**config.mk**
```make
export PLATFORM = sky130hd
export DESIGN_NAME = pn3e_ram
export DESIGN_NICKNAME = d
export VERILOG_FILES = /design/src/sv/pn3e_ram.sv
export SDC_FILE = /design/constraint.sdc
export NUM_CORES = 2
export LEC_CHECK = 0
export BUFFER_PORTS_ARGS = -buffer_cell sky130_fd_sc_hd__clkbuf_2
export CAP_MARGIN = 20
export CORE_UTILIZATION = 40
export CTS_CLUSTER_DIAMETER = 50
export DETAILED_ROUTE_END_ITERATION = 6
export HOLD_SLACK_MARGIN = 0.06
export PLACE_DENSITY = 0.62
export SLEW_MARGIN = 20
export SYNTH_ARGS = -nofsm -noshare
export SYNTH_HDL_FRONTEND = slang
export SYNTH_SLANG_ARGS = --single-unit
export TNS_END_PERCENT = 10
```
**constraint.sdc**
```tcl
create_clock -name clk -period 2.9 [get_ports clk]
set_input_delay 0.145 -clock clk [delete_from_list [all_inputs] [get_ports clk]]
set_output_delay 0.145 -clock clk [all_outputs]
set_load 0.02 [all_outputs]
```
**src/sv/pn3e_ram.sv**
```systemverilog
// pn3e_ram: generic synchronous ram, one write port and two registered read ports
// no dependencies

module pn3e_ram #(
	parameter int WIDTH = 8,
	parameter int DEPTH = 256
) (
	input  logic                     clk,
	input  logic                     we,
	input  logic [$clog2(DEPTH)-1:0] waddr,
	input  logic [WIDTH-1:0]         wdata,
	input  logic [$clog2(DEPTH)-1:0] raddr_a,
	output logic [WIDTH-1:0]         rdata_a,
	input  logic [$clog2(DEPTH)-1:0] raddr_b,
	output logic [WIDTH-1:0]         rdata_b
);

	logic [WIDTH-1:0] mem [DEPTH];

	// write port
	always_ff @(posedge clk) begin
		if (we) begin
			mem[waddr] <= wdata;
		end
	end

	// registered reads
	always_ff @(posedge clk) begin
		rdata_a <= mem[raddr_a];
		rdata_b <= mem[raddr_b];
	end

endmodule

```
==> metrics.cfg <==
[clock_tree]
h-tree-depth=4
clock_latency_ns=0.90
path_clk_slew_ns=0.06
root_buffer=clkbuf_16
cts_buffer_depth=3
cts_tree=built
cts_buffers=226
clock_sinks=2064

[synth]
synth_cells=4847
synth_enable_flop_cells=2048
synthesis.area_um2=97000
yosysUniqueCellTypes=65
yosysSeqAreaShare_pct=63.7
syn-num-nets=4881
synth-main-ff-cell=edfxtp_1
syn_area_per_cell_um2=20.0
ys_ff_latch=2064
synth-async-reset-ratio_pct=0
yosysWarnings=0

[placement]
globalplace.congestion=0.917
dpl_cell_area_um2=106000
dp.cells=8503
io_buffers=49
post-dp-hpwl_um=216000
pre_cts_ws_ns=-0.799

[min_path]
hold_start=waddr[5]
whs_path_depth=4
hp-class=input pin to register
hold-path-endpoint=mem[63][4]

[grt]
grt_usage_pct=25.7
gr-total-overflow=0
grt_pass1_vias=57400
antenna_found_initial=23
grt_pass1_wl_um=441000
grt_max_degree=113

[detailed_routing]
wl_um=314000
vias=57100
ant_nets=0
wl_per_cell_um=35.0
drcViolationCount=2
drt_iter0_drc=8032
viasPerCell=6.38
firstDrtPassIters=7

[sta]
worstMarginPinSlew_ns=1.18
setup_violations=1
finClkSkew_ns=0.0609
fin_crit_sh_pct=102
fin_crit_ns=2.97
finalMaxSlewViolations=0
hold_viol=0
rsz0062_at_grt=false
setup_ws_ns=-0.0652
relSlewSlack_pct=21.0
fmax_mhz=337
setup-tns-final_ns=-0.0652

[layout]
final_cell_mix=edfxtp_1, mux4_2, buf_4
multi_input_area_um2=32500
final_cells=8959
nNetsFinal=5598
fillers=19600
seq_area_um2=61800
area_delta_synth_final_pct=17.8
drive_gt1_share_pct=40.6
final_common_cell=edfxtp_1
finalInstanceArea_um2=114000

[critical_path]
cp.arrival_ns=3.70
crit_path_end_kind=register
r2r-start=mem[225][4]
ff2ff_setup_slack_ns=0.07
r2r_end=rdata_a[4]
worst-setup-path-type=input pin to register
critical_path_required_ns=3.64
cp-start-kind=input pin
ff2ff_path_depth=6
path_max_fanout=10

[outcome]
status=finished, violations left
violations=DRC, setup timing

[floorplan]
initial_core_util_pct=40.3
die_y_um=494
design.core.area_um2=241000
dieArea_um2=244000
row_count=180
die_x_um=494
io_pins=50

[job]
max_cap_viol_count=0

[power_and_ir_drop]
p_per_area_nw_per_um2=604
vdd_ir_drop_max_mv=0.712
leakage_nw=37.1

==> worst max-delay path by stage <==
stage / from / end / slack (ns) / cells after the start
after detailed placement: raddr_a[0] / rdata_a[4] / -0.80 / 10
after global placement: raddr_a[0] / rdata_a[4] / -0.87 / 10
after global routing: raddr_a[4] / rdata_a[4] / 0.07 / 10
after CTS: mem[95][4] / rdata_a[4] / 0.04 / 7
after floorplan: raddr_b[0] / rdata_b[0] / 0.71 / 9
final: raddr_a[4] / rdata_a[4] / -0.07 / 10
==> Yosys cell counts (all sizes together), types with 11 or more instances <==
library cell | instances | area share [%]
edfxtp | 2048 | 63
mux4 | 1051 | 24
nor2 | 299 | 1.2
buf | 258 | 2.2
mux2i | 236 | 2.4
clkbuf | 137 | 0.53
nand2 | 114 | 0.44
a21oi | 79 | 0.41
o221ai | 67 | 0.62
a22oi | 62 | 0.48
nand3 | 52 | 0.27
o22ai | 48 | 0.31
mux2 | 38 | 0.44
a221oi | 37 | 0.37
o21ai | 37 | 0.19
a211oi | 28 | 0.22
nor2b | 27 | 0.17
a22o | 22 | 0.20
nor3 | 21 | 0.11
dfxtp | 16 | 0.33
nand4 | 13 | 0.084
o211ai | 13 | 0.10
and2 | 12 | 0.077
nand2b | 11 | 0.071
o31ai | 11 | 0.085
==> layer usage <==
metal  share of wire (%)  global-route usage (%)  vias to the layer above  routed length, um
met1                  38                    35.5                    30500             120000
met2                  46                    39.5                     3532             145000
met5               0.023                       0                        -                 73
met4                 4.4                    10.5                       12              13900
met3                  11                    5.62                      557              34700
li1                    -                       -                    22500                  -
==> state kept, by name (all words and copies together), names as in the netlist <==
name	cells
rdata_a	8
mem	2048
rdata_b	8
==> worst max-delay path, cell delays in order <==
cell	delay [ns]
dlygate4sd3_1	0.54
clkbuf_2	0.34
clkinv_2	0.38
buf_12	0.29
buf_4	0.17
mux4_2	0.50
nand2_1	0.30
o31ai_1	0.21
a211oi_1	0.64
nor4_1	0.13
==> timing repair <==
item | 4_1_cts | 5_1_grt
hold buffers | 18 | 0
endpoints found under the hold margin | 894 | 0
pin swaps | 0 | 0
setup buffers | 0 | 0
endpoints found under the setup margin | 1 | 1
resized for setup | 1 | 1
==> logic make-up (layout without fill, tap and decap cells) <==
family	Yosys count	after routing	share of synthesized area, %
AND/OR/NAND/NOR	591	591	2.70
multiplexers	1325	1325	27.3
flip-flops	2064	2064	63.7
AO/OA/AOI/OAI	466	466	3.54
buffers and inverters	401	1319	2.73
other	0	9	0
==> report_power, final <==
group          leakage, nW  switching (W)  internal [W]
clock network         3.73         0.0127        0.0170
logic                 14.8        0.00366       0.00265
registers             18.5       0.000153        0.0329
==> stage by stage <==
stage | total power [W] | utilization [%] | hold WS [ns]
final | 0.0690 | 47.5 | 0.159
after global routing | 0.0705 | 47.5 | 0.121
after floorplan | 0.0369 | - | 0.244
after CTS | 0.0692 | 47.4 | 0.0646
after global placement | 0.0398 | 44.2 | 0.639
after detailed placement | 0.0399 | 44.2 | 0.651
==> cell type report <==
cell class,count,share of cell area (%)
Antenna cell,9,0.0197
Timing Repair Buffer,884,7.13
Clock buffer,273,5.20
Inverter,6,0.0230
Multi-Input combinational cell,2382,28.5
Sequential cell,2064,54.1
Tap cell,3185,3.49
Clock inverter,156,1.55
No activity file was read; power rests on OpenSTA's default activity.
