### src/sv/pn3e_lerp.sv
// pn3e_lerp: two-stage linear interpolation a + floor(f*(b-a) / 2^F)
// no dependencies; takes one operand set per cycle while hold is low, result registered in stage 2

module pn3e_lerp #(
	parameter int FRAC_BITS = 16
) (
	input  logic                        clk,
	input  logic                        hold,
	input  logic [FRAC_BITS:0]          f,
	input  logic signed [FRAC_BITS+2:0] a,
	input  logic signed [FRAC_BITS+2:0] b,
	output logic signed [FRAC_BITS+2:0] result
);

	localparam int VW = FRAC_BITS + 3;
	localparam int DW = VW + 1;
	localparam int PW = FRAC_BITS + 2 + DW;

	logic signed [DW-1:0]            diff;
	logic signed [FRAC_BITS+1:0]     f_s;
	logic signed [PW-1:0]            prod_s1;
	logic signed [VW-1:0]            base_s1;
	logic signed [PW-1:0]            scaled;
	logic signed [VW-1:0]            result_s2;

	assign diff = DW'(b) - DW'(a);
	assign f_s  = signed'({1'b0, f});

	// stage 1: product; hold freezes both stages
	always_ff @(posedge clk) begin
		if (!hold) begin
			prod_s1 <= PW'(f_s) * PW'(diff);
			base_s1 <= a;
		end
	end

	// stage 2: floor shift and add; the true sum always fits VW bits
	assign scaled = prod_s1 >>> FRAC_BITS;

	always_ff @(posedge clk) begin
		if (!hold) begin
			result_s2 <= base_s1 + signed'(scaled[VW-1:0]);
		end
	end

	assign result = result_s2;

endmodule

### config.mk
export PLATFORM = sky130hd
export DESIGN_NAME = pn3e_lerp
export DESIGN_NICKNAME = d
export VERILOG_FILES = /design/src/sv/pn3e_lerp.sv
export SDC_FILE = /design/constraint.sdc
export NUM_CORES = 1
export LEC_CHECK = 0
export BUFFER_PORTS_ARGS = -buffer_cell sky130_fd_sc_hd__buf_2
export CAP_MARGIN = 20
export CORE_MARGIN = 10
export CORE_UTILIZATION = 55
export CTS_CLUSTER_SIZE = 30
export DETAILED_ROUTE_END_ITERATION = 12
export PLACE_DENSITY = 0.71
export SLEW_MARGIN = 0
export SYNTH_ARGS = -nofsm -noshare
export SYNTH_HDL_FRONTEND = slang
export SYNTH_SLANG_ARGS = --single-unit
### constraint.sdc
create_clock -name clk -period 20 [get_ports clk]
set_input_delay 3 -clock clk [delete_from_list [all_inputs] [get_ports clk]]
set_output_delay 3 -clock clk [all_outputs]
set_load 0.1 [all_outputs]
==> results.toml <==
[status]
status = "complete, no violations"

[route]
dr_total_vias = 10900
dr.pass1.iters = 5
drcViolationCount = 0
routed_wl_um = 36600
drtIter0Drc = 626
ant_nets = 0
viasPerCell = 5.32
wl_per_cell_um = 17.9

[global_route]
antenna_found_initial = 0
grt_max_degree = 58
gr-total-overflow = 0
grt_usage = 0.216
grt_first_pass_wirelength_um = 61900
grt_pass1_vias = 12100

[synth]
synthTopCellsByArea = "fa_1 (42%), edfxtp_1 (11%), inv_1 (10%), ha_1 (9.9%), and2_1 (5.4%)"
async_flop_share = 0
yosysWarnings = 0
synth_cell_types = 56
yosys.cell_count.top_type = "inv_1"
synth_area_leader_cell = "fa_1"
synth_area_um2 = 15300
synth_top_cell_area_share = 0.416
ys_seq_elements = 57
synthCells = 1624
syn_nets = 2120
synth.avg_cell_area_um2 = 9.41
synth_seq_area_share = 0.112
synthTopCellsByCount = "inv_1 (422), fa_1 (318), nand2_1 (144)"
synth_edf_count = 57
synth_flop_cell = "edfxtp_1"

[worst_setup_path]
cpLargestDelayFamily = "adder cells"
worstSetupPathType = "input port to flip-flop"
worstPathArrival_ns = 11.44
slowest_delay_ns = 0.76
end_kind = "flip-flop"
worstPathRequired_ns = 20.07
crit_buf_inv = 4
critPathMaxFanout = 17
cp_common_cell = "fa_1"
cp-start-kind = "input port"
crit_path_top_delay_cell = "xnor2_2"

[sta]
worst_slack_ns = 8.63
post-route-min-period_ns = 11.37
worstMarginPinSlew_ns = 1.05
finalHoldViolations = 0
fin_worst_skew_ns = 0.0108
setup_viol = 0
slew_headroom = 0.300
rsz0062_at_grt = "no"
drv_slew = 0
setup_tns_ns = 0
timing.final.crit_share = 0.568
fmax_ghz = 0.0880

[clock_network]
insertion_delay_ns = 0.33
cts_setup_buffers = 0
ctsLongestPathBuffers = 2
htreeDepth = 3
clk_pin_slew_ns = 0.05
cts_tree = "built"
cts_hold_buffers = 0
cts_inserted_buffers = 9
root_buffer = "clkbuf_16"
postCtsResizedCells = 0
cts_sinks = 57

[place]
pre_cts_slack_ns = 8.29
hpwl_um = 29100
gp_congestion = 0.897
io_buffers = 75

[die]
die_y_um = 187
io_pins = 76
fp.dieW_um = 187
core-area_um2 = 27200
dieArea_um2 = 34900
rows = 60
initial_core_util = 0.563

[min_path]
hold_path_class = "flip-flop to flip-flop"

[flow_run]
cap_violations = 0

[finish]
drive_gt1_frac = 0.0747
num_antenna_cells = 0
area_growth_pct = 7.02
num-nets-final = 2164
-- cells in the final DEF, fill, tap and decap left out, drive strengths merged, types with 3 or more instances in the layout --
| master | count |
|---|---|
| inv | 422 |
| fa | 318 |
| nand2 | 144 |
| and2 | 132 |
| ha | 121 |
| buf | 94 |
| edfxtp | 57 |
| xnor2 | 49 |
| o21ai | 47 |
| nor2b | 36 |
| a21oi | 33 |
| nor2 | 31 |
| o21a | 30 |
| xor2 | 21 |
| and3 | 16 |
| nand3 | 12 |
| a211oi | 12 |
| nand2b | 11 |
| a21o | 10 |
| clkbuf | 10 |
| nor3 | 8 |
| o21bai | 6 |
| o211ai | 4 |
| nand3b | 4 |
| a2111oi | 4 |
| a41oi | 3 |
| or2 | 3 |
| a31oi | 3 |
| a221oi | 3 |
-- registers in the layout, summed over array words and instances (netlist names) --
| signal | flops |
|---|---|
| base_s1 | 19 |
| prod_s1 | 19 |
| result | 19 |
-- cell families after synthesis --
group,count (synthesis),synth area share
buffers and inverters,483,0.119
adder cells (fa/ha/maj),439,0.515
XOR/XNOR,71,0.0421
flip-flops,57,0.112
AND/OR/NAND/NOR,406,0.138
multiplexers,2,0.00131
AO/OA/AOI/OAI,166,0.0723
-- layout make-up --
| cell class | instances | area, um2 |
|---|---|---|
| tap | 372 | 465 |
| multi-input combinational | 1084 | 11800 |
| clock buffer | 10 | 229 |
| inverter | 422 | 1580 |
| timing repair buffer | 94 | 518 |
| sequential | 57 | 1710 |
| fill | 2349 | 10800 |
| clock inverter | 6 | 82.6 |
-- path summary, 6_finish.rpt --
| path | start | end | slack (ns) | cells past startpoint |
|---|---|---|---|---|
| setup reg to reg | prod_s1[17] | result[15] | 16.53 | 10 |
| setup / recovery | a[0] | prod_s1[34] | 8.63 | 31 |
| hold reg to reg | prod_s1[16] | result[0] | 0.56 | 1 |
| hold / removal | prod_s1[16] | result[0] | 0.56 | 1 |
-- worst reg2reg max path: stages (launching register included) --
cell and delay (ns):
edfxtp_1 0.40, ha_1 0.31, a21o_1 0.17, a21o_1 0.20, a21oi_1 0.23, o21ai_0 0.14, a2111oi_0 0.86, o21ai_0 0.31
a41oi_1 0.34, nor2b_1 0.19, xnor2_1 0.07
-- metal layers --
| layer | global-route usage | vias up | wire [um] |
|---|---|---|---|
| li1 | - | 4945 | - |
| met1 | 0.286 | 5516 | 15700 |
| met2 | 0.362 | 383 | 17700 |
| met3 | 0.0339 | 45 | 2570 |
| met4 | 0.0530 | 0 | 666 |
| met5 | 0 | - | 0 |
-- stage by stage --
stage                     cell area [um2]  cells  hold WS (ns)  utilization
after CTS                           16400   2045         0.556        0.602
after global routing                16400   2045         0.601        0.602
after detailed placement            16100   2029         0.542        0.591
after floorplan                     15300   1624         0.513            -
final                               16400   2045         0.559        0.602
after global placement              16100   2029         0.533        0.591
Power is left out: the tool's default activity adds up to more than one toggle a clock period on the data nets, which glitch-free logic cannot reach.
