## src/sv/pn3e_grad.sv

```systemverilog
// pn3e_grad: dot product of a corner offset with one of twelve gradient directions
// no dependencies

module pn3e_grad #(
	parameter int FRAC_BITS = 16
) (
	input  logic [3:0]                 hash,
	input  logic signed [FRAC_BITS:0]  x,
	input  logic signed [FRAC_BITS:0]  y,
	input  logic signed [FRAC_BITS:0]  z,
	output logic signed [FRAC_BITS+2:0] grad
);

	localparam int VW = FRAC_BITS + 3;
	localparam logic [3:0] HASH_XA = 4'd12;
	localparam logic [3:0] HASH_XB = 4'd14;

	logic signed [VW-1:0] xe, ye, ze, u, v, us, vs;

	always_comb begin
		xe = VW'(x);
		ye = VW'(y);
		ze = VW'(z);
		// first term: x for the low eight hashes, y otherwise
		u = hash[3] ? ye : xe;
		// second term: y for the low four, x for two special hashes, else z
		if (hash[3:2] == 2'b00) begin
			v = ye;
		end else if (hash inside {HASH_XA, HASH_XB}) begin
			v = xe;
		end else begin
			v = ze;
		end
		us = hash[0] ? -u : u;
		vs = hash[1] ? -v : v;
		grad = us + vs;
	end

endmodule

```

## config.mk

```make
export PLATFORM = sky130hd
export DESIGN_NAME = pn3e_grad
export DESIGN_NICKNAME = d
export VERILOG_FILES = /design/src/sv/pn3e_grad.sv
export SDC_FILE = /design/constraint.sdc
export NUM_CORES = 1
export LEC_CHECK = 0
export BUFFER_PORTS_ARGS = -buffer_cell sky130_fd_sc_hd__clkbuf_2
export CORE_MARGIN = 1
export CORE_UTILIZATION = 23
export DETAILED_ROUTE_END_ITERATION = 10
export GPL_ROUTABILITY_DRIVEN = 0
export SLEW_MARGIN = 20
export SYNTH_ARGS = -nofsm -noshare
export SYNTH_HDL_FRONTEND = slang
export SYNTH_SLANG_ARGS = --single-unit
```

## constraint.sdc

```tcl
create_clock -name vclk -period 4.75
set_clock_uncertainty 0.05 [all_clocks]
set_input_delay 0.475 -clock vclk [all_inputs]
set_output_delay 0.475 -clock vclk [all_outputs]
set_load 0.1 [all_outputs]
```

==> summary.md <==
| Metric | Value |
|---|---|
| Layout area overhead | `42.6%` |
| Core Region | `~12,000 um^2` |
| CP arrival | `between 4 and 5 ns` |
| Initial core utilization | `0.238` |
| # hold bufs at CTS | `0` |
| CP startpoint kind | `primary input` |
| Rel. slew slack | `0.540` |
| Initial antenna violation count | `0` |
| Failing checks | `design-rule violations` |
| # setup viols final | `0` |
| Drt initial violations | `123` |
| CP required | `4.22 ns` |
| Die Wd | `111 um` |
| First-pass GRT wire length | `13,900 um` |
| Largest cells by area after synthesis | `xnor2_1 9.6%, ha_1 9.1%, mux2i_1 7.7%` |
| Worst slew pin tran | `0.687 ns` |
| FILL cells | `between 1,000 and 1,500` |
| Die footprint | `roughly 12,000 um^2` |
| Via-to-Cell Ratio | `5.12` |
| VDD IR max | `152 uV` |
| Drt drc | `4` |
| Syn avg cell area | `7.49 um^2` |
| Min-Delay Path Class | `primary input to primary output` |
| FMAX | `roughly 220 MHz` |
| Placed Instances | `584` |
| Global Route met1 Usage | `0.188` |
| All-Layer GR Usage | `0.132` |
| DP Wirelength | `~7000 um` |
| Final WL | `8630 um` |
| Nets | `522` |
| Grt ovf | `0` |
| Final total power | `about 1.8 mW` |
| Vias in the first global route | `~3,000` |
| Non-Filler Instances | `just under 600` |
| Io pins | `74` |
| PortBufs | `74` |
| Final hold violation count | `0` |
| Distinct cells, synth | `70` |
| FF+latch area | `0 um^2` |
| Max-cap violations | `0` |
| Lkg Pwr | `around 1.6 nW` |
| Cell Chain, Critical Path | `buf_4 -> buf_6 -> and3b_1 -> a211o_1 -> nand2_2 -> ha_2 -> inv_2 -> or3_4 -> o41ai_4 -> xnor2_1 -> ha_1 -> a21o_1 -> a21oi_2 -> nor2_1 -> nor2_1 -> o311ai_2 -> buf_4 -> buf_4 -> xor2_4 -> buf_12` |
| Buffers plus inverters on the worst setup path | `6` |
| Layout cells sized above 1 | `0.378` |
| Post-Syn Area | `about 2700 um^2` |
| Pwr/cell area | `approximately 470 nW/um^2` |
| Syn_nets | `approximately 440` |
| Final Max Slew Viols | `0` |
| Grt met2 use | `0.229` |
| Worst path slowest cell | `or3_4` |
| Row cnt | `39` |
| TritonRoute pass-1 iters | `7` |
| Vias | `around 3,000` |
| Largest net degree at the start of global routing | `33` |
| Most frequent CP cell | `buf_4` |
| Yosys top cell area share | `0.0961` |
| CLK BUF | `0` |
| Multi-input gate area | `2850 um^2` |
| Worst-path fanout max | `8` |
| Setup crit end kind | `primary output` |
| Final ANT Viol Nets | `0` |
| Busiest layer in global routing | `met2` |
| FFs & Latches | `0` |
| Post-synth top area cell | `xnor2_1` |
| CP max stage delay | `roughly 0.41 ns` |
| Kind of critical path | `primary input to primary output` |
| Die height | `111 um` |
| Period utilization | `0.964` |
| Met3 usage | `0.00328` |
| Util after Layout | `0.339` |
| Post-synthesis sequential area ratio | `0` |
| Status | `finished, violations left` |
| Diode count | `0` |
| Family with the most delay on the worst path | `compound AO/OA/AOI/OAI gates` |
| Yosys warns | `0` |
| WL per Instance | `around 15 um` |
| Gate Count Post-Synth | `roughly 370` |
| Fin crit period | `between 4 and 5 ns` |
==> routing by layer <==
layer / routed length [um] / vias up
li1: - / 1520
met1: 4210 / 1400
met2: 4110 / 79
met3: 225 / 9
met4: 80 / 0
met5: 0 / -
==> cells in the mapped netlist, types with 3 or more instances <==
library cell / instances
a31oi_1: 7
nand2_1: 36
nand3_1: 3
and2_1: 3
inv_1: 8
nor3_1: 17
a211oi_2: 3
nor2b_1: 12
ha_1: 20
mux2i_1: 21
o21a_1: 4
xor2_1: 18
a21oi_1: 23
nor3b_1: 7
o22ai_1: 3
o41ai_2: 3
o21bai_1: 5
mux2_2: 4
o31ai_1: 4
a21o_1: 6
buf_4: 6
o21ai_0: 15
nor2_1: 22
or2_2: 3
a31oi_2: 3
a211oi_1: 10
buf_2: 3
nand2b_1: 7
and3b_1: 4
buf_6: 5
xnor2_1: 30
==> worst paths after layout <==
path	start	end	slack, ns	depth (start not counted)
min	x[2]	grad[2]	1.77	6
max	hash[2]	grad[14]	0.17	20
==> stage by stage <==
step                setup TNS [ns]  hold slack [ns]  setup slack [ns]  cell area, um^2
floorplan                   -0.381             1.44            -0.167             2930
global placement                 0             1.78            0.0179             3700
detailed placement         -0.0660             1.78           -0.0324             3700
CTS                              0             1.79           0.00695             3710
global route                -0.106             1.82           -0.0472             3900
finish                           0             1.77             0.172             3900
==> kinds of logic after synthesis <==
family,count (synthesis),synth area share
multiplexers,25,0.0933
AO/OA/AOI/OAI,109,0.305
AND/OR/NAND/NOR,135,0.277
XOR/XNOR,48,0.154
buffers and inverters,27,0.0723
adder cells (fa/ha/maj),21,0.0988
==> placed cells by master, fill, tap and decap left out, drive strengths merged, types with 2 or more instances in the layout <==
cell type and count:
o41ai 3, nand3 3, inv 9, o32ai 2, o211ai 2, mux2i 21, mux2 4, a21o 6
o31ai 5, nor3 18, and3b 4, nor3b 7, buf 40, xor2 18, and4bb 2, and2 3
and2b 5, o21a 4, nand2 37, clkbuf 57, nor4bb 2, nand2b 7, xnor2 30, nor4 3
a211oi 14, a31oi 11, o22ai 3, o21bai 5, a221o 2, a221oi 2, nor2 22, nor2b 13
ha 20, a21oi 23, or3 3, o21ai 15, or2 4, a211o 2
==> layout make-up <==
type | count | area share
Inverter | 9 | 0.00866
Multi-Input combinational cell | 338 | 0.730
Timing Repair Buffer | 97 | 0.216
Tap cell | 143 | 0.0459
==> what timing repair did <==
action | in CTS | in global routing
endpoints found under the setup margin | 3 | 8
resized for setup | 2 | 37
buffers inserted | 0 | 2
pin swaps | 0 | 15
gates cloned | 0 | 1
==> where the power goes <==
group / switching [mW] / leakage (nW) / internal, mW
Combinational: 1.15 / 1.62 / 0.674
Clock: 0 / 0 / 0
Sequential: 0 / 0 / 0
Note: power is estimated with default switching activity, not from simulation.
