===== src/sv/pn3e_pkg.sv =====
// pn3e_pkg: shared types and constants for the 3d gradient noise evaluator
// no dependencies; used by pn3e_fade and the top level by scoped names

package pn3e_pkg;

	// permutation table geometry
	localparam int PERM_W     = 8;
	localparam int PERM_DEPTH = 256;
	localparam int TABLE_AW   = 8;

	// result word
	localparam int NOISE_W   = 16;
	localparam int NOISE_MAX = 32767;
	localparam int NOISE_MIN = -32768;

	// quintic fade coefficients: 6t^5 - 15t^4 + 10t^3
	localparam int FADE_C6  = 6;
	localparam int FADE_C15 = 15;
	localparam int FADE_C10 = 10;

	// fade unit controls, one step per cycle
	typedef struct packed {
		logic sq;    // r = t*t
		logic poly;  // r = 6r - 15t + 10
		logic mul;   // r = r*t
	} fade_ctl_t;

endpackage


===== src/sv/pn3e_fade.sv =====
// pn3e_fade: quintic fade of one unsigned fraction, one multiply per step
// depends on pn3e_pkg (fade_ctl_t, fade coefficients)

module pn3e_fade #(
	parameter int FRAC_BITS = 16
) (
	input  logic                  clk,
	input  pn3e_pkg::fade_ctl_t   ctl,
	input  logic [FRAC_BITS-1:0]  t,
	output logic [FRAC_BITS:0]    fade
);

	localparam int RW = FRAC_BITS + 4;
	localparam int PW = RW + FRAC_BITS;
	localparam int QW = FRAC_BITS + 5;

	logic [RW-1:0] r_q;
	logic [RW-1:0] mult_a;
	logic [PW-1:0] prod;
	logic [QW-1:0] q_wide;

	// shared multiplier: t*t on the first step, r*t afterwards
	assign mult_a = ctl.sq ? RW'(t) : r_q;
	assign prod   = PW'(mult_a) * PW'(t);

	// polynomial 6*t2 + 10*one - 15*t, always positive
	assign q_wide = QW'(r_q) * QW'(pn3e_pkg::FADE_C6)
		+ (QW'(pn3e_pkg::FADE_C10) << FRAC_BITS)
		- QW'(t) * QW'(pn3e_pkg::FADE_C15);

	always_ff @(posedge clk) begin
		if (ctl.sq || ctl.mul) begin
			r_q <= prod[PW-1:FRAC_BITS];
		end else if (ctl.poly) begin
			r_q <= q_wide[RW-1:0];
		end
	end

	assign fade = r_q[FRAC_BITS:0];

endmodule


===== config.mk =====
export PLATFORM = sky130hd
export DESIGN_NAME = pn3e_fade
export DESIGN_NICKNAME = d
export VERILOG_FILES = /design/src/sv/pn3e_pkg.sv /design/src/sv/pn3e_fade.sv
export SDC_FILE = /design/constraint.sdc
export NUM_CORES = 1
export LEC_CHECK = 0
export ABC_AREA = 1
export BUFFER_PORTS_ARGS = -buffer_cell sky130_fd_sc_hd__clkbuf_2
export CAP_MARGIN = 25
export CORE_UTILIZATION = 45
export DETAILED_ROUTE_END_ITERATION = 10
export PLACE_DENSITY = 0.61
export REMOVE_ABC_BUFFERS = 1
export SLEW_MARGIN = 25
export SYNTH_ARGS = -nofsm -noshare
export SYNTH_HDL_FRONTEND = slang
export SYNTH_SLANG_ARGS = --single-unit

===== constraint.sdc =====
create_clock -name clk -period 6.6 [get_ports clk]
set_input_delay 0.66 -clock clk [delete_from_list [all_inputs] [get_ports clk]]
set_output_delay 0.66 -clock clk [all_outputs]
set_load 0.05 [all_outputs]

==> results of run 1 <==
## stage by stage
| step | utilization [%] | setup TNS, ns | setup WS (ns) | hold WS (ns) | instances |
|---|---|---|---|---|---|
| 4_1_cts | 51.43 | 0 | 0.07580 | 0.9932 | 2376 |
| 2_1_floorplan | - | 0 | 0.2424 | 0.8512 | 1770 |
| 5_1_grt | 51.89 | 0 | 0.002418 | 1.004 | 2376 |
| 6_report | 51.89 | 0 | 0.2769 | 0.9918 | 2376 |
| 3_3_place_gp | 51.09 | -1.325 | -0.1859 | 1.058 | 2372 |
| 3_5_place_dp | 51.09 | -1.675 | -0.1720 | 1.102 | 2372 |
## final cells by class
class,instances,area share [%]
timing repair buffer,200,9.422
inverter,430,9.905
sequential,20,3.677
clock buffer,3,0.4596
multi-input combinational,1320,73.27
tap,402,3.080
clock inverter,1,0.1839
## logic make-up after synthesis
| group | Yosys count |
|---|---|
| fa+ha+maj | 458 |
| compound gates | 187 |
| xor+xnor | 31 |
| simple gates | 644 |
| buf+inv | 490 |
| flops | 20 |
## worst reg2reg max path, delay by kind of cell, from the launching register on
| kind | cells | cell delay [ns] |
|---|---|---|
| AND/OR/NAND/NOR | 7 | 0.76 |
| adder cells (fa/ha/maj) | 7 | 3.31 |
| flip-flops | 1 | 0.52 |
| AO/OA/AOI/OAI | 3 | 0.60 |
| buffers and inverters | 7 | 0.68 |
## final timing paths
kind	endpoint	startpoint
setup / recovery	r_q[16]$_DFFE_PP_	ctl[2]
hold / removal	r_q[0]$_DFFE_PP_	ctl[0]
setup reg to reg	r_q[17]$_DFFE_PP_	r_q[12]$_DFFE_PP_
hold reg to reg	r_q[1]$_DFFE_PP_	r_q[0]$_DFFE_PP_
## synthesized netlist by cell type, drive strengths merged, types with 2 or more instances
cell type  number  area [um^2]
inv           418         1569
nand2         365         1375
fa            295         5906
nor2          208        788.3
ha            163         2039
a21oi          83        415.4
nand3          47        235.2
o21ai          46        234.0
clkbuf         38        142.6
buf            22        160.1
edfxtp         20        600.6
xor2           18        157.7
a21o           14        105.1
a31oi          13        81.33
o21a           13        97.59
xnor2          13        113.9
clkinv         12        45.04
nor3           10        50.05
nand4           5        31.28
a211oi          4        30.03
a21boi          4        30.03
o21bai          4        30.03
nand3b          3        22.52
o31ai           3        22.52
nor4            2        12.51
o211ai          2        15.01
or2             2        12.52
## layer usage
metal / up-vias / GRT usage, %
li1: 5783 / -
met1: 6144 / 37.56
met2: 462 / 48.12
met3: 91 / 4.406
met4: 0 / 10.77
met5: - / 0
==> metrics.md, run 1 <==
| Metric | Value |
|---|---|
| Total number of H-tree levels | `1` |
| Final worst path period need | `6.323 ns` |
| Top Layer Used | `met4` |
| Setup repair after global routing missed its margin | `false` |
| Post-CTS Hold Fix Bufs | `0` |
| Via count of the first global-routing pass | `between 10000 and 15000` |
| Clock input transition at the sequential cells of the worst setup and hold paths | `about 0.060 ns` |
| Met3 routed wirelength | `approximately 3.3 mm` |
| Die Outline Area | `roughly 0.033 mm^2` |
| Remaining antenna violation count | `0` |
| Final setup violation count | `0` |
| Total CTS buffers | `3` |
| Pin count of the biggest net entering global routing | `26` |
| Worst Setup End Kind | `flop` |
| Combinational family with the most area after synthesis | `adder cells` |
| Area post-placement | `between 0.015 and 0.02 mm^2` |
| Classification of the worst-slack hold path | `in2reg` |
| Number of placement rows | `65` |
| Result of the run | `finished clean` |
| Instance count on the critical path | `28` |
| Primary flip-flop cell chosen by synthesis mapping | `edfxtp_1` |
| Net count reported at finish | `2453` |
| Combined area of the multi-input logic cells | `roughly 0.012 mm^2` |
| Final hold viol count | `0` |
| Final design instance area without fill | `about 0.016 mm^2` |
| Biggest registers after layout | `r_q: 20 flops` |
| Post-cts resize count | `0` |
| Sum of net half-perimeters after detailed placement | `approximately 38 mm` |
| Number of antenna violations at the first check in global routing | `0` |
| GRT Residual Overflow | `0` |
| Number of vias per cell | `approximately 5.3` |
| Height of the die | `between 150 and 200 um` |
| Most common cell after layout, fill and taps aside | `inv_1` |
| Slowest stage cell on the critical path | `fa_1` |
| Post-Route Skew | `0.004398 ns` |
| Critical Setup Path Class | `in2reg` |
| Aggregate routed wire length | `between 40 and 50 mm` |
| Proportion of layout cells with a drive suffix above 1 | `approximately 12%` |
| Synthesized-area fraction occupied by and/or/nand/nor cells | `between 15 and 20%` |
| Number of enable-type register cells in the synthesized netlist | `20` |
| Largest stage delay on the critical path | `approximately 0.54 ns` |
| Least-Margin Pin Slew | `0.5363 ns` |
| Clock root buffer | `clkbuf_16` |
| Clock tree from TritonCTS | `yes` |
| Slack of the worst reg-to-reg path | `approximately 0.46 ns` |
| Hold path cells | `4` |
| Count of buffer and inverter cells on the critical path | `11` |
| Wire length per cell | `18.79 um` |
| Worst skew pair latency | `0.26 ns` |
| Required time at the endpoint of the critical path | `roughly 6.6 ns` |
| Global-route wire length before repair | `71.55 mm` |
| Detailed-router iteration count before antenna repair | `5` |
| Max Transition Viols Final | `0` |
| Max capacitance violation total | `0` |
| Residual DRC count | `0` |
| Worst path top cell family by delay | `adder cells` |
| Most flop-heavy register | `r_q` |
| Count of cell types in the netlist | `37` |
| Mux share of post-synthesis cell area | `0%` |
| Number of cell instances on the worst register-to-register path | `24` |
| Arithmetic-cell share of the synthesized area counting full adders, half adders and majority gates | `between 50% and 60%` |
| Overall fraction of global-route tracks in use | `approximately 29%` |
| Maximum fanout encountered on the critical timing path | `8` |
| Total number of vias | `12480` |
| Total of flip-flops plus latches after synthesis | `20` |
| Post-CTS repair timing setup buffer count | `0` |
| Number of flip-flops in the largest register | `20` |
| Synthesized-area fraction occupied by xor and xnor cells | `1.893%` |
| Effective utilization at floorplan | `approximately 46%` |
| Number of ports placed on the die boundary | `37` |
| Fillers | `3020` |
| Met2 WL post-DR | `about 21 mm` |
| Synthesized netlist cell count | `between 1500 and 2000` |
| Met1 wire length | `between 15 and 20 mm` |
| Clock Tree Buf Depth | `2` |
| Area Overhead vs Synth | `13.87%` |
| Number of buffer cells added on primary ports | `36` |
| Share of the clock period used by the worst path | `between 90% and 100%` |
| Startpoint kind of the worst setup timing path | `input port` |
| Sequential cell area | `600.6 um^2` |
| Die X-Extent | `between 150 and 200 um` |
| Cell area after synthesis | `between 0.01 and 0.015 mm^2` |
| Gpl congestion | `approximately 0.95` |
| Highest-count cells in the layout ignoring fill and taps | `411 x inv_1, 362 x nand2_1, 295 x fa_1` |
| Mean instance size in the synthesized netlist | `approximately 8 um^2` |
| Arrival time of data at the critical path endpoint | `about 6.3 ns` |
| Count of synthesis-stage warnings from yosys | `0` |
| Core Region | `0.03147 mm^2` |
| CTS sink cnt | `20` |
| Fmax achieved | `approximately 0.16 GHz` |
| Tightest slew margin relative to the limit | `~64%` |
| Fraction of registers with async set/reset | `0%` |
| Share of the synthesized area in compound gates (AO/OA/AOI/OAI) | `~7.5%` |
| Post-synthesis sequential area ratio | `roughly 4.2%` |
| Number of DRC violations after detailed-routing iteration 0 | `851` |
| Antenna cell count | `0` |
Power of run 1 is left out: the tool's default activity adds up to more than one toggle a clock period on the data nets, which glitch-free logic cannot reach.
==> run 2: changes to the inputs <==
CORE_UTILIZATION = 40   (was 45)
PLACE_DENSITY = 0.55   (was 0.61)
==> metrics.md, run 2 (synthesis gave the netlist of run 1 again) <==
| Metric | Value |
|---|---|
| Number of flip-flops in the largest register | `20 (unchanged)` |
| Post-Route Skew | `0.003734 ns (-0.0006648 ns)` |
| Highest-count cells in the layout ignoring fill and taps | `414 x inv_1, 362 x nand2_1, 295 x fa_1` |
| Clock root buffer | `clkbuf_16` |
| Biggest registers after layout | `r_q: 20 flops` |
| Startpoint kind of the worst setup timing path | `input port` |
| Residual DRC count | `0 (unchanged)` |
| Maximum fanout encountered on the critical timing path | `9 (+1)` |
| Remaining antenna violation count | `0 (unchanged)` |
| Share of the clock period used by the worst path | `95.95% (+0.15 points)` |
| Via count of the first global-routing pass | `12860 (-2.7%)` |
| Number of buffer cells added on primary ports | `36 (unchanged)` |
| Tightest hold margin | `1.000 ns (+0.008438 ns)` |
| Most common cell after layout, fill and taps aside | `inv_1` |
| Most flop-heavy register | `r_q` |
| Classification of the worst-slack hold path | `in2reg` |
| Total CTS buffers | `3 (unchanged)` |
| Final setup violation count | `0 (unchanged)` |
| Tightest slew margin relative to the limit | `60.04% (-4.2 points)` |
| Die Outline Area | `0.03662 mm^2 (+12%)` |
| CTS sink cnt | `20 (unchanged)` |
| Worst Setup End Kind | `flop` |
| Clock Tree Buf Depth | `2 (unchanged)` |
| Clock tree from TritonCTS | `yes` |
| Fillers | `3592 (+19%)` |
| Core Region | `0.03488 mm^2 (+11%)` |
| Detailed-router iteration count before antenna repair | `5 (unchanged)` |
| Setup TNS | `0 ns (unchanged)` |
| Aggregate routed wire length | `46.50 mm (+4.1%)` |
| Slack of the critical path | `0.2671 ns (-0.009826 ns)` |
| Number of ports placed on the die boundary | `37 (unchanged)` |
| Proportion of layout cells with a drive suffix above 1 | `11.48% (-0.78 points)` |
| Total number of H-tree levels | `1 (unchanged)` |
| Sum of net half-perimeters after detailed placement | `40.00 mm (+4.2%)` |
| Max capacitance violation total | `0 (unchanged)` |
| Area Overhead vs Synth | `13.44%` |
| Number of vias per cell | `5.087 (-3.2%)` |
| Total number of vias | `12370 (-0.87%)` |
| GRT Residual Overflow | `0 (unchanged)` |
| Setup repair after global routing missed its margin | `false` |
| Die X-Extent | `191.4 um (+6.0%)` |
| Net count reported at finish | `2456 (+0.12%)` |
| Wire length per cell | `19.12 um (+1.8%)` |
| Critical Setup Path Class | `in2reg` |
| Final hold viol count | `0 (unchanged)` |
| Clock input transition at the sequential cells of the worst setup and hold paths | `0.06 ns (about the same)` |
| Final worst path period need | `6.333 ns (+0.009826 ns)` |
| Global-route wire length before repair | `72.94 mm (+1.9%)` |
| Final core utilization | `46.65% (-5.2 points)` |
| Number of DRC violations after detailed-routing iteration 0 | `754 (-11%)` |
| Required time at the endpoint of the critical path | `6.61 ns (+0.02 ns)` |
| Pin count of the biggest net entering global routing | `26 (unchanged)` |
| Arrival time of data at the critical path endpoint | `6.34 ns (+0.03 ns)` |
| Fmax achieved | `0.1579 GHz (-0.15%)` |
| Gpl congestion | `0.9344 (-1.6%)` |
| Number of placement rows | `68 (+4.6%)` |
| Effective utilization at floorplan | `41.12% (-4.5 points)` |
| Worst skew pair latency | `0.25 ns (about the same)` |
| Height of the die | `191.4 um (+6.0%)` |
| Overall fraction of global-route tracks in use | `26.72% (-2.0 points)` |
| Post-placement setup slack | `-0.3135 ns (-0.1415 ns)` |
| Least-Margin Pin Slew | `0.5931 ns (+0.05682 ns)` |
| Max Transition Viols Final | `0 (unchanged)` |
| Number of antenna violations at the first check in global routing | `1 (+1)` |
| Result of the run | `finished clean` |
| Post-CTS Hold Fix Bufs | `0 (unchanged)` |
| Antenna cell count | `0 (unchanged)` |
==> run 2: changes by cell type in the layout (fill, tap and decap cells not counted), sizes merged <==
cell / delta
clkinv: +2
buf: +3
bufinv: -1
clkinvlp: -1
==> run 2: final cells by class <==
cell class / instances / area [um^2] / area share [%]
Timing Repair Buffer: 203 / 1545 / 9.496
Clock buffer: 3 / 75.07 / 0.4614
Tap cell: 455 / 569.3 / 3.499
Sequential cell: 20 / 600.6 / 3.691
Clock inverter: 1 / 3.754 / 0.02307
Multi-Input combinational cell: 1320 / 11860 / 72.91
Inverter: 430 / 1614 / 9.919
==> run 2: per-stage QoR <==
stage / std cells / instance area [um^2]
floorplan: 1770 / 14040
global placement: 2427 / 16120
detailed placement: 2427 / 16120
CTS: 2431 / 16200
global route: 2432 / 16270
finish: 2432 / 16270
==> run 2: routing by layer <==
| metal | GRT usage, % | routed length [um] |
|---|---|---|
| met1 | 35.41 | 20330 |
| met2 | 44.59 | 21710 |
| met3 | 3.507 | 2418 |
| met4 | 9.493 | 2025 |
| met5 | 0 | 12 |
==> run 2: worst paths after layout <==
path | slack, ns | cells after the start | start | end
max reg2reg | 0.39 | 21 | r_q[8]$_DFFE_PP_ | r_q[10]$_DFFE_PP_
min | 1.00 | 4 | ctl[0] | r_q[2]$_DFFE_PP_
min reg2reg | 1.09 | 5 | r_q[0]$_DFFE_PP_ | r_q[1]$_DFFE_PP_
max | 0.27 | 25 | ctl[2] | r_q[13]$_DFFE_PP_
==> run 2: what timing repair did <==
item | CTS | global route
hold endpoints to repair | 0 | 0
resized for setup | 1 | 21
endpoints found under the setup margin | 1 | 20
setup buffers | 0 | 0
cloned | 0 | 1
==> run 2: worst max-delay path, cell delays in order <==
cell,delay [ns]
buf_6,0.13
clkbuf_16,0.18
o21a_1,0.21
buf_4,0.18
inv_2,0.10
nor2_1,0.07
fa_1,0.56
inv_1,0.06
fa_1,0.48
fa_1,0.51
inv_1,0.05
fa_1,0.50
fa_1,0.50
inv_1,0.05
fa_1,0.47
inv_1,0.04
ha_2,0.30
a21oi_1,0.22
o21ai_0,0.23
a21oi_2,0.20
nand3_1,0.20
a21boi_1,0.23
nand2_1,0.07
nand2_1,0.07
nand2_1,0.04
Power of run 2 is left out for the same reason.
==> run 3: changes to the inputs <==
--- a/config.mk
+++ b/config.mk
@@ -10,4 +10,5 @@
 export CAP_MARGIN = 25
 export CORE_UTILIZATION = 40
+export CTS_BUF_LIST = sky130_fd_sc_hd__clkbuf_4
 export DETAILED_ROUTE_END_ITERATION = 10
 export PLACE_DENSITY = 0.55
==> constraint.sdc (replaced) <==
create_clock -name clk -period 6.6 [get_ports clk]
set_input_delay 0.33 -clock clk [delete_from_list [all_inputs] [get_ports clk]]
set_output_delay 0.33 -clock clk [all_outputs]
set_load 0.05 [all_outputs]
==> metrics.md, run 3 (synthesis gave the netlist of run 1 again) <==
| Metric | Value |
|---|---|
| Result of the run | `finished clean` |
| Number of antenna violations at the first check in global routing | `0 (-1)` |
| Critical Setup Path Class | `reg2reg` |
| Final hold viol count | `0 (unchanged)` |
| Combined area of the multi-input logic cells | `0.01183 mm^2 (-0.27%)` |
| Max Transition Viols Final | `0 (unchanged)` |
| Aggregate routed wire length | `46.51 mm (about the same)` |
| Fmax achieved | `0.1585 GHz (+0.37%)` |
| Sequential cell area | `600.6 um^2 (unchanged)` |
| Sum of net half-perimeters after detailed placement | `39.95 mm (-0.13%)` |
| Die Outline Area | `0.03662 mm^2 (unchanged)` |
| Highest-count cells in the layout ignoring fill and taps | `415 x inv_1, 363 x nand2_1, 295 x fa_1` |
| Net count reported at finish | `2385 (-2.9%)` |
| Least-Margin Pin Slew | `0.6253 ns (+0.03223 ns)` |
| Core Region | `0.03488 mm^2 (unchanged)` |
| Tightest slew margin relative to the limit | `57.87% (-2.2 points)` |
| Number of DRC violations after detailed-routing iteration 0 | `908 (+20%)` |
| Final setup violation count | `0 (unchanged)` |
| Die X-Extent | `191.4 um (unchanged)` |
| Classification of the worst-slack hold path | `in2reg` |
| Setup repair after global routing missed its margin | `false` |
| Proportion of layout cells with a drive suffix above 1 | `7.608% (-3.9 points)` |
| Clock tree from TritonCTS | `yes` |
| Total number of vias | `12190 (-1.5%)` |
| Total number of H-tree levels | `1 (unchanged)` |
| Global-route wire length before repair | `73.84 mm (+1.2%)` |
| Number of buffer cells added on primary ports | `36 (unchanged)` |
| Number of flip-flops in the largest register | `20 (unchanged)` |
| Biggest registers after layout | `r_q: 20 flops` |
| Number of vias per cell | `5.162 (+1.5%)` |
| Final worst path period need | `6.309 ns (-0.02362 ns)` |
| Number of placement rows | `68 (unchanged)` |
| Most common cell after layout, fill and taps aside | `inv_1` |
| Final design instance area without fill | `0.01561 mm^2 (-4.1%)` |
| Gpl congestion | `0.9659 (+3.4%)` |
| Arrival time of data at the critical path endpoint | `6.38 ns (+0.04 ns)` |
| Area post-placement | `0.01556 mm^2 (-3.5%)` |
| Effective utilization at floorplan | `41.12% (unchanged)` |
| Clock Tree Buf Depth | `2 (unchanged)` |
| Clock root buffer | `clkbuf_4` |
| Height of the die | `191.4 um (unchanged)` |
| Required time at the endpoint of the critical path | `6.68 ns (+0.07 ns)` |
| Share of the clock period used by the worst path | `95.60% (-0.36 points)` |
| Max capacitance violation total | `0 (unchanged)` |
| Residual DRC count | `0 (unchanged)` |
| Pin count of the biggest net entering global routing | `26 (unchanged)` |
| Number of ports placed on the die boundary | `37 (unchanged)` |
| Post-Route Skew | `0.01454 ns (+0.01080 ns)` |
| Via count of the first global-routing pass | `12840 (-0.14%)` |
| Post-CTS Hold Fix Bufs | `0 (unchanged)` |
| Worst Setup End Kind | `flop` |
| Most flop-heavy register | `r_q` |
| Overall fraction of global-route tracks in use | `26.91% (+0.19 points)` |
| Total CTS buffers | `3 (unchanged)` |
| Antenna cell count | `0 (unchanged)` |
| Wire length per cell | `19.70 um (+3.0%)` |
| Detailed-router iteration count before antenna repair | `5 (unchanged)` |
| Fillers | `3616 (+0.67%)` |
| Area Overhead vs Synth | `8.793%` |
| Startpoint kind of the worst setup timing path | `flop` |
| Clock input transition at the sequential cells of the worst setup and hold paths | `0.14 ns (+0.08 ns)` |
| CTS sink cnt | `20 (unchanged)` |
| Maximum fanout encountered on the critical timing path | `5 (-4)` |
| Setup TNS | `0 ns (unchanged)` |
| GRT Residual Overflow | `0 (unchanged)` |
| Remaining antenna violation count | `0 (unchanged)` |
| Worst skew pair latency | `0.32 ns (+0.07 ns)` |
## run 3: cell types whose count changed in the layout (fill, tap and decap cells not counted), sizes merged
| cell | previous run | this run |
|---|---|---|
| buf | 167 | 96 |
## run 3: area by class of cell
cell class / count / area share, %
clock buffers: 3 / 0.1443
clock inverters: 1 / 0.02405
inverters: 430 / 10.34
multi-input cells: 1320 / 75.82
flip-flops and latches: 20 / 3.849
well taps: 455 / 3.648
repair buffers: 132 / 6.174
## run 3: worst paths after layout
check                                        from                 to  slack, ns  cells after the start
worst max register to register  r_q[10]$_DFFE_PP_  r_q[13]$_DFFE_PP_       0.29                     22
worst max-delay path            r_q[10]$_DFFE_PP_  r_q[13]$_DFFE_PP_       0.29                     22
worst min register to register   r_q[0]$_DFFE_PP_   r_q[2]$_DFFE_PP_       1.10                      5
worst min-delay path                       ctl[0]   r_q[0]$_DFFE_PP_       0.64                      4
## run 3: through the flow
step	instances	utilization (%)	setup WS, ns	hold WS, ns
floorplan	1770	-	0.5359	0.5212
global placement	2355	44.60	-0.2853	0.9883
detailed placement	2355	44.60	-0.1849	0.9772
CTS	2359	44.68	0.01665	0.6403
global route	2361	44.73	0.006355	0.6554
finish	2361	44.73	0.2907	0.6385
## run 3: per-layer routing
layer  global-route usage, %  wire length [um]  up-vias
met5                       0                 0        -
met4                   4.762               952        0
met3                   3.598              2932       51
met2                   46.47             22440      369
met1                   36.17             20180     6124
li1                        -                 -     5643
## run 3: critical path, stage by stage, from the launching register on
cell and delay [ns]:
edfxtp_1 0.55, o21a_1 0.32, inv_1 0.21, nor2_1 0.09, fa_1 0.51, inv_1 0.05
fa_1 0.49, fa_1 0.52, inv_1 0.06, fa_1 0.46, fa_1 0.51, inv_1 0.05
fa_1 0.48, inv_1 0.05, ha_1 0.35, a21oi_1 0.24, o21ai_0 0.19, a21oi_1 0.22
nand3_1 0.23, a21boi_2 0.27, nand2_1 0.08, nand2_1 0.08, nand2_1 0.04
## run 3: repair_timing
| item | CTS | global route |
|---|---|---|
| buffers inserted | 0 | 2 |
| resized for setup | 0 | 3 |
| setup endpoints to repair | 0 | 8 |
Power of run 3 is left out for the same reason.
